$ cat config.mk
export PLATFORM = sky130hd
export DESIGN_NAME = glog_column_cell
export DESIGN_NICKNAME = d
export VERILOG_FILES = /design/src/hdl/glog_pkg.sv /design/src/hdl/glog_column_cell.sv
export SDC_FILE = /design/constraint.sdc
export NUM_CORES = 1
export LEC_CHECK = 0
export BUFFER_PORTS_ARGS = -buffer_cell sky130_fd_sc_hd__buf_4
export CAP_MARGIN = 10
export CORE_ASPECT_RATIO = 0.7
export CORE_MARGIN = 5
export CORE_UTILIZATION = 40
export DETAILED_ROUTE_END_ITERATION = 10
export GPL_ROUTABILITY_DRIVEN = 0
export HOLD_SLACK_MARGIN = 0.15
export PLACE_DENSITY = 0.78
export SYNTH_ARGS = -nofsm -noshare
export SYNTH_HDL_FRONTEND = slang
export SYNTH_SLANG_ARGS = --single-unit
$ cat constraint.sdc
create_clock -name i_clk -period 1 [get_ports i_clk]
set_input_delay 0.2 -clock i_clk [delete_from_list [all_inputs] [get_ports i_clk]]
set_output_delay 0.2 -clock i_clk [all_outputs]
set_load 0.01 [all_outputs]
$ cat src/hdl/glog_pkg.sv
// shared types, constants and a helper function of the edge filter
package glog_pkg;

    localparam int MAX_WIDTH   = 2048;
    localparam int MAX_HEIGHT  = 2048;
    localparam int MIN_DIM     = 5;
    localparam int LINES       = 4;
    localparam int COL_W       = $clog2(MAX_WIDTH);
    localparam int DIM_W       = 12;
    localparam int POS_W       = 11;
    localparam int WIN         = 5;

    localparam logic [DIM_W-1:0] RESET_WIDTH  = 12'd640;
    localparam logic [DIM_W-1:0] RESET_HEIGHT = 12'd480;

    typedef enum logic [0:0] {
        REG_IMAGE_WIDTH  = 1'b0,
        REG_IMAGE_HEIGHT = 1'b1
    } t_reg_index;

    typedef struct packed {
        logic [7:0] red;
        logic [7:0] green;
        logic [7:0] blue;
    } t_pixel;

    typedef struct packed {
        logic [7:0]       edge_value;
        logic [POS_W-1:0] centre_column;
        logic [POS_W-1:0] centre_row;
        logic             last_of_frame;
    } t_result;

    typedef struct packed {
        logic             emit;
        logic             last;
        logic [POS_W-1:0] col;
        logic [POS_W-1:0] row;
    } t_pos_info;

    function automatic logic [DIM_W-1:0] clamp_dim(input logic [DIM_W-1:0] v,
                                                   input logic [DIM_W-1:0] hi);
        logic [DIM_W-1:0] res;
        res = v;
        if (v < DIM_W'(MIN_DIM)) res = DIM_W'(MIN_DIM);
        else if (v > hi) res = hi;
        return res;
    endfunction

endpackage

$ cat src/hdl/glog_column_cell.sv
// one window column cell: holds five grey pixels and passes them to its neighbor
module glog_column_cell (
    input  logic                       i_clk,
    input  logic                       i_en,
    input  logic [glog_pkg::WIN*8-1:0] i_col,
    output logic [glog_pkg::WIN*8-1:0] o_col
);
    import glog_pkg::*;

    logic [WIN*8-1:0] r_col;

    always_ff @(posedge i_clk) begin
        if (i_en) begin
            r_col <= i_col;
        end
    end

    assign o_col = r_col;
endmodule

# Yosys cells after proc, flatten, opt, wreduce, memory -nomap -nowiden
# Index checks and enable logic that the tools add are counted.
# totals
word_cells	1
register_bits	40
inputBits	42
output_inout_bits	40

# Depth between registers and ports, before layout
# Gate-level depths: netlist of run 1.
# depth
ltp_word	0
depth_mapped	0

# Worst setup path after synthesis of run 1
# No wires, ideal clock.
# synth_path
kind	reg2out
startpoint	register r_col[0], in the netlist o_col[0]
endpoint	output o_col[0] (netlist bit)
path_slack_ns	0.406
path_stages_with_launch	1
path_buffers	0
arrival_time_ns	0.394
t_required_ns	0.800
cell_sequence	edfxtp_1
# synth_rtl
element	line	text
start, declared	glog_column_cell.sv:10	logic [WIN*8-1:0] r_col;
start signal, assigned	glog_column_cell.sv:14	r_col <= i_col;
end, declared	glog_column_cell.sv:6	output logic [glog_pkg::WIN*8-1:0] o_col
# No word-level cell between the ends.

# Worst setup path in the final report of run 1
# layout_path
startpoint	register r_col[11], in the netlist o_col[11]
endpoint	output o_col[11] (netlist bit)
# No word-level cell between the ends.

==> results of run 1 <==
==> layout make-up <==
| class | count | share of cell area |
|---|---|---|
| tap | 36 | 0.0176 |
| clock inverter | 3 | 0.0166 |
| clock buffer | 5 | 0.0269 |
| timing repair buffer | 123 | 0.469 |
| sequential | 40 | 0.470 |
==> cell families (layout without fill, tap and decap cells) <==
group                  after synthesis  count (layout)  share of synthesized area
flip-flops                          40              40                       1.00
buffers and inverters                0             131                          0
==> where the power goes <==
group | switching, µW | leakage (µW) | internal, µW | total (µW)
Combinational | 229 | 0.000625 | 440 | 668
Sequential | 75.3 | 0.000391 | 2000 | 2070
Clock | 602 | 0.0000541 | 739 | 1340
Total | 907 | 0.00107 | 3170 | 4080
==> metrics by stage <==
stage          cells  hold slack (ns)  instance area (µm²)
4_1_cts          207            0.313                 2480
5_1_grt          207            0.311                 2560
3_3_place_gp     159            0.378                 1890
3_5_place_dp     159            0.379                 1890
6_report         207            0.311                 2560
2_1_floorplan     40            0.299                 1200
==> cells in the final DEF, fill, tap and decap left out, drive strengths merged <==
cell,netlist,routed
clkinv,0,1
bufinv,0,1
clkbuf,0,5
buf,0,83
edfxtp,40,40
dlygate4sd3,0,40
clkinvlp,0,1
==> how the worst max path moves through the flow <==
stage	from	to	slack, ns
CTS	o_col[20]	o_col[20]	-0.04
finish	o_col[11]	o_col[11]	-0.10
detailed placement	i_en	o_col[17]	0.21
global route	o_col[11]	o_col[11]	-0.12
floorplan	o_col[0]	o_col[0]	0.41
global placement	i_en	o_col[38]	0.22
==> per-layer routing <==
metal | vias up | routed length (µm) | GRT usage
li1 | 420 | - | -
met1 | 493 | 1630 | 0.250
met2 | 58 | 2540 | 0.352
met3 | 7 | 440 | 0.106
met4 | 0 | 46 | 0.0449
met5 | - | 0 | 0
==> repair_timing <==
| action | 4_1_cts | 5_1_grt |
|---|---|---|
| hold endpoints to repair | 40 | 0 |
| hold buffers | 40 | 0 |
| endpoints found under the setup margin | 39 | 40 |
| gates resized for setup | 19 | 21 |
| pin swaps | 0 | 0 |
==> flow_summary.json, run 1 <==
{
  "outcome": "finished, violations left",
  "cp_top_family": "flip-flops",
  "whs_path_depth": 2,
  "place_ws_ns": 0.207,
  "cts_tree": "yes",
  "drive_gt1_frac": 0.532,
  "syn_avg_cell_area_um2": 30.0,
  "period_share": 1.10,
  "slew-limit-headroom": 0.901,
  "fin_setup_tns_ns": -1.37,
  "synth_top_area_frac": 1.00,
  "area_growth_pct": 113,
  "syn_area_um2": 1200,
  "final_nets": 212,
  "min_from": "i_en",
  "ys_top_cells_by_count": "40 x edfxtp_1",
  "die_x_um": 75.5,
  "largest_reg_flops": 40,
  "wirelength_um": 4660,
  "viasPerCell": 4.72,
  "finish.utilization": 0.899,
  "multiInputCombCellCount": 0,
  "grt_pass1_wl_um": 6270,
  "start_util": 0.423,
  "antenna_found_initial": 0,
  "synth_cell_types": 1,
  "crit_type": "reg -> out",
  "antenna_left": 0,
  "num_antenna_cells": 0,
  "clock_sinks": 40,
  "ys_ff_latch": 40,
  "powerDensity_nw_per_um2": 1600,
  "cts-root-buf": "clkbuf_8",
  "h-tree-depth": 2,
  "cts_buffers": 5,
  "remaining_drc_errors": 0,
  "total_power_uw": 4080,
  "coreArea_um2": 2840,
  "worstHoldEndpoint": "o_col[22]",
  "fmax_mhz": 909,
  "routedWlPerCell_um": 22.5,
  "ir_drop_mv": 1.36,
  "yosys.cell_count.top_type": "edfxtp_1",
  "synth_area_leader_cell": "edfxtp_1",
  "synth_edf_count": 40,
  "grt_overflow": 0,
  "yosys-top-cells-area": "edfxtp_1 100%",
  "rsz0062_at_grt": "yes",
  "setup_ws_ns": -0.101,
  "grt_usage": 0.214,
  "clockBufferDepth": 2,
  "cp-end-kind": "primary output",
  "cp_max_fo": 1,
  "ys_seq_area_frac": 1.00,
  "synth_nets": 82,
  "drt-pass1-iter-count": 4,
  "finalHoldViolCount": 0,
  "first_global_vias": 1104,
  "slowest_stage": "edfxtp_1",
  "seq_area_um2": 1200,
  "maxCapViolCount": 0,
  "drt-initial-drc-count": 64,
  "crit_arrival_ns": 0.90,
  "yosysWarnings": 0,
  "multi_input_area_um2": 0,
  "required_ns": 0.80,
  "crit_chain": "buf_6",
  "cts_setup_buffers": 0,
  "critical-path-max-stage-delay_ns": 0.45,
  "critPathBufInv": 1,
  "die_y_um": 55.8,
  "dieArea_um2": 4220,
  "num_io_pins": 82,
  "hp-class": "in -> reg",
  "syn_inst": 40,
  "vias": 978,
  "setup_viol": 40,
  "synth_ff_type": "edfxtp_1",
  "worst_slew_pin_slew_ns": 0.148,
  "path_depth": 1,
  "clkTransAtPathRegs_ns": 0.09,
  "grt_max_degree": 23,
  "drv_slew": 0,
  "placementRows": 16,
  "async_flop_share": 0,
  "io_buffers": 81,
  "timing.final.crit_period_ns": 1.10,
  "startpoint_type": "flip-flop",
  "violations": "negative setup slack",
  "n_fill_cell": 107,
  "p_leak_uw": 0.00107
}
(Power assumes the default switching activity.)
==> run 2: changes to the inputs <==
--- a/config.mk
+++ b/config.mk
@@ -5,6 +5,7 @@
 export SDC_FILE = /design/constraint.sdc
 export NUM_CORES = 1
 export LEC_CHECK = 0
+export ABC_AREA = 1
 export BUFFER_PORTS_ARGS = -buffer_cell sky130_fd_sc_hd__buf_4
 export CAP_MARGIN = 10
 export CORE_ASPECT_RATIO = 0.7
==> constraint.sdc (replaced) <==
create_clock -name i_clk -period 1 [get_ports i_clk]
set_input_delay 0.2 -clock i_clk [delete_from_list [all_inputs] [get_ports i_clk]]
set_output_delay 0.2 -clock i_clk [all_outputs]
set_load 0.05 [all_outputs]
==> run 2 against run 1 <==
Wire length down 8.7%. Critical path type unchanged. Clock power fell by 22%. Count of clock-buffer cells in the layout did not move. Die area is the same. Utilization is 0.84 points lower. The flow still finishes with violations (negative setup slack). Flip-flop and latch count unchanged. Maximum frequency is 0.36% lower. Non-clock buffer count stayed put. Combinational power increased by 60%. Total power increased by 2.4%. Largest cell class unchanged. Design area decreased by 0.93%. Critical path depth unchanged.
==> flow_summary.json, run 2 (synthesis results as in run 1) <==
{
  "outcome": "finished, violations left",
  "violations": "negative setup slack",
  "drv_slew": 0,
  "place_ws_ns": 0.203,
  "setup_viol": 40,
  "slowest_stage": "edfxtp_1",
  "area_growth_pct": 111,
  "postLayoutCellArea_um2": 2530,
  "p_leak_uw": 0.00106,
  "dpl_cell_area_um2": 1890,
  "maxCapViolCount": 0,
  "wirelength_um": 4250,
  "cts_buffers": 5,
  "grt_overflow": 0,
  "finalHoldViolCount": 0,
  "multi_input_area_um2": 0,
  "routedWlPerCell_um": 20.6,
  "dieArea_um2": 4220,
  "required_ns": 0.80,
  "grt_usage": 0.224,
  "placementRows": 16,
  "h-tree-depth": 2,
  "num_io_pins": 82,
  "cp_top_family": "flip-flops",
  "rsz0062_at_grt": "yes",
  "clkTransAtPathRegs_ns": 0.09,
  "n_fill_cell": 107,
  "start_util": 0.423,
  "grt_pass1_wl_um": 6410,
  "period_share": 1.10,
  "cts_tree": "yes",
  "hp-class": "in -> reg",
  "grt_max_degree": 23,
  "largest_reg_flops": 40,
  "cp-end-kind": "primary output",
  "timing.final.crit_period_ns": 1.10,
  "coreArea_um2": 2840,
  "critical-path-max-stage-delay_ns": 0.43,
  "drt-initial-drc-count": 51,
  "multiInputCombCellCount": 0,
  "ir_drop_mv": 1.22,
  "finish.utilization": 0.891,
  "final_cell_mix": "41 x buf_4, 40 x dlygate4sd3_1, 40 x edfxtp_1, 40 x buf_6, 5 x clkbuf_8",
  "critPathBufInv": 1,
  "final_nets": 212,
  "die_x_um": 75.5,
  "clockBufferDepth": 2,
  "crit_type": "reg -> out",
  "vias": 910,
  "drive_gt1_frac": 0.532,
  "slew-limit-headroom": 0.916,
  "crit_chain": "buf_6",
  "crit_arrival_ns": 0.90,
  "final_common_cell": "buf_4",
  "remaining_drc_errors": 0,
  "first_global_vias": 1125,
  "startpoint_type": "flip-flop",
  "cts-root-buf": "clkbuf_8",
  "clock_sinks": 40,
  "cp_max_fo": 1,
  "drt-pass1-iter-count": 4,
  "holdWs_ns": 0.319,
  "powerDensity_nw_per_um2": 1650,
  "fmax_mhz": 905,
  "cts_setup_buffers": 0,
  "setup_ws_ns": -0.104,
  "io_buffers": 81,
  "num_antenna_cells": 0,
  "viasPerCell": 4.40,
  "die_y_um": 55.8,
  "antenna_left": 0,
  "antenna_found_initial": 0,
  "worst_slew_pin_slew_ns": 0.125
}
## run 2: worst paths after layout
kind	depth (start not counted)	end	from	slack [ns]
worst max-delay path	1	o_col[1]	o_col[1]	-0.10
worst min-delay path	2	o_col[22]	i_en	0.32
## run 2: metrics by stage
step,std cells,total power (µW),setup TNS [ns]
after global routing,207,4330,-3.31
after detailed placement,159,2910,0
after global placement,159,2890,0
final,207,4180,-2.02
after CTS,207,4130,-1.70
after floorplan,40,2530,0
## run 2: final cells by class
class                 count  area (µm²)  share of cell area
Clock buffer              5        68.8              0.0272
Clock inverter            3        18.8             0.00741
Timing Repair Buffer    123        1200               0.473
Tap cell                 36        45.0              0.0178
Sequential cell          40        1200               0.474
## run 2: timing repair
| action | 4_1_cts | 5_1_grt |
|---|---|---|
| gates resized for setup | 40 | 0 |
| hold endpoints to repair | 40 | 0 |
| setup endpoints to repair | 40 | 40 |
| hold buffers | 40 | 0 |
## run 2: power breakdown
group / switching, µW / internal [µW]
logic: 612 / 453
registers: 67.1 / 1990
clock network: 564 / 486
total: 1240 / 2930
## run 2: routing by layer
layer  vias to the layer above  track usage  share of wire
met3                         2        0.121           0.12
met4                         0       0.0599         0.0071
met5                         -            0              0
met1                       435        0.246           0.36
li1                        420            -              -
met2                        53        0.371           0.52
==> run 3: changes to the inputs <==
--- a/config.mk
+++ b/config.mk
@@ -14,7 +14,7 @@
 export DETAILED_ROUTE_END_ITERATION = 10
 export GPL_ROUTABILITY_DRIVEN = 0
 export HOLD_SLACK_MARGIN = 0.15
-export PLACE_DENSITY = 0.78
+export PLACE_DENSITY = 0.86
 export SYNTH_ARGS = -nofsm -noshare
 export SYNTH_HDL_FRONTEND = slang
 export SYNTH_SLANG_ARGS = --single-unit
==> run 3 against run 2 <==
The flow still finishes with violations (negative setup slack). Total power shrank 1.0%. Via count grew 4.7%. Clock power shrank 6%. Setup slack lost 0.0073 ns. Flip-flop and latch count is the same. Cell count shrank 0.48%. Wire length grew 9.9%. Combinational power is essentially flat. Critical endpoint is now o_col[30]. Largest power group unchanged. Highest routed layer unchanged.
==> flow_summary.json, run 3 (synthesis results as in run 1) <==
{
  "outcome": "finished, violations left",
  "violations": "negative setup slack",
  "die_x_um": 75.5,
  "crit_arrival_ns": 0.91,
  "cp_max_fo": 1,
  "startpoint_type": "flip-flop",
  "swShare": 0.296,
  "vias": 953,
  "cp-end-kind": "primary output",
  "drt-pass1-iter-count": 4,
  "crit_chain": "buf_6",
  "dieArea_um2": 4220,
  "fin_setup_tns_ns": -2.26,
  "p_sw_uw": 1220,
  "cp_top_family": "flip-flops",
  "wirelength_um": 4680,
  "drive_gt1_frac": 0.518,
  "min_from": "i_en",
  "seqPwrFrac": 0.501,
  "final_common_cell": "buf_4",
  "slew-limit-headroom": 0.909,
  "drt-initial-drc-count": 101,
  "final_cell_count_no_fill": 206,
  "multiInputCombCellCount": 0,
  "final_cell_mix": "41 x buf_4, 40 x dlygate4sd3_1, 40 x edfxtp_1, 40 x buf_6, 5 x clkbuf_8",
  "routedWlPerCell_um": 22.7,
  "hp-class": "in -> reg",
  "p_clk_frac": 0.239,
  "fmax_mhz": 899,
  "cts-root-buf": "clkbuf_8",
  "final_nets": 212,
  "critical-path-max-stage-delay_ns": 0.44,
  "placementRows": 16,
  "area_growth_pct": 110,
  "grt_max_degree": 23,
  "worst_slew_pin_slew_ns": 0.137,
  "cts_buffers": 5,
  "antenna_left": 0,
  "io_buffers": 81,
  "whs_path_depth": 2,
  "setup_ws_ns": -0.112,
  "num_io_pins": 82,
  "cts_tree": "yes",
  "setup_viol": 40,
  "drv_slew": 0,
  "grt_pass1_wl_um": 6870,
  "first_global_vias": 1097,
  "maxCapViolCount": 0,
  "finalHoldViolCount": 0,
  "rsz0062_at_grt": "yes",
  "viasPerCell": 4.63,
  "p_int_uw": 2910,
  "slowest_stage": "edfxtp_1",
  "largest_reg_flops": 40,
  "grt_overflow": 0,
  "worstHoldEndpoint": "o_col[32]",
  "p_leak_uw": 0.00106,
  "ir_drop_mv": 1.40,
  "remaining_drc_errors": 0,
  "critPathBufInv": 1,
  "crit_type": "reg -> out",
  "clockBufferDepth": 2,
  "post-place-cells": 159,
  "num_antenna_cells": 0,
  "clkTransAtPathRegs_ns": 0.08,
  "coreArea_um2": 2840,
  "antenna_found_initial": 0,
  "multi_input_area_um2": 0,
  "place_ws_ns": 0.207,
  "required_ns": 0.80,
  "die_y_um": 55.8,
  "clock_sinks": 40,
  "period_share": 1.11,
  "grt_usage": 0.246,
  "timing.final.crit_period_ns": 1.11,
  "h-tree-depth": 2,
  "powerDensity_nw_per_um2": 1640,
  "combinationalPowerShare": 0.260,
  "start_util": 0.423
}
[run 3: how the worst max path moves through the flow]
stage                         start   endpoint  slack [ns]  cells after the start
final                     o_col[30]  o_col[30]       -0.11                      1
after global routing      o_col[30]  o_col[30]       -0.14                      1
after CTS                 o_col[19]  o_col[19]       -0.10                      1
after detailed placement       i_en   o_col[2]        0.21                      2
after global placement         i_en   o_col[4]        0.22                      2
after floorplan            o_col[0]   o_col[0]        0.20                      0
[run 3: per-layer routing]
metal,part of all wire,GRT usage
met5,0,0
met4,0.030,0.115
met3,0.11,0.101
met2,0.49,0.365
met1,0.38,0.310
[run 3: stage by stage]
step | area, µm² | total power, µW | hold slack, ns | utilization
floorplan | 1200 | 2530 | 0.299 | -
global placement | 1890 | 2890 | 0.378 | 0.666
detailed placement | 1890 | 2910 | 0.379 | 0.666
CTS | 2520 | 4110 | 0.310 | 0.887
global route | 2520 | 4290 | 0.317 | 0.887
finish | 2520 | 4130 | 0.333 | 0.887
[run 3: repair_timing]
item / in CTS / in global routing
gates resized for setup: 40 / 0
endpoints found under the setup margin: 40 / 40
pin swaps: 0 / 0
hold endpoints to repair: 40 / 0
setup buffers: 0 / 0
hold buffers: 40 / 0
[run 3: final cells by class]
| class | instances | area [µm²] |
|---|---|---|
| clock buffer | 5 | 68.8 |
| clock inverter | 2 | 7.51 |
| fill | 105 | 322 |
| sequential | 40 | 1200 |
| tap | 36 | 45.0 |
| timing repair buffer | 123 | 1200 |
[run 3: power by group through the flow]
stage	clock network (µW)	logic [µW]	registers (µW)
final	989	1070	2070
after global routing	1110	1110	2080
after CTS	993	1050	2060
after detailed placement	0	842	2060
after global placement	0	830	2060
after floorplan	0	0	2530
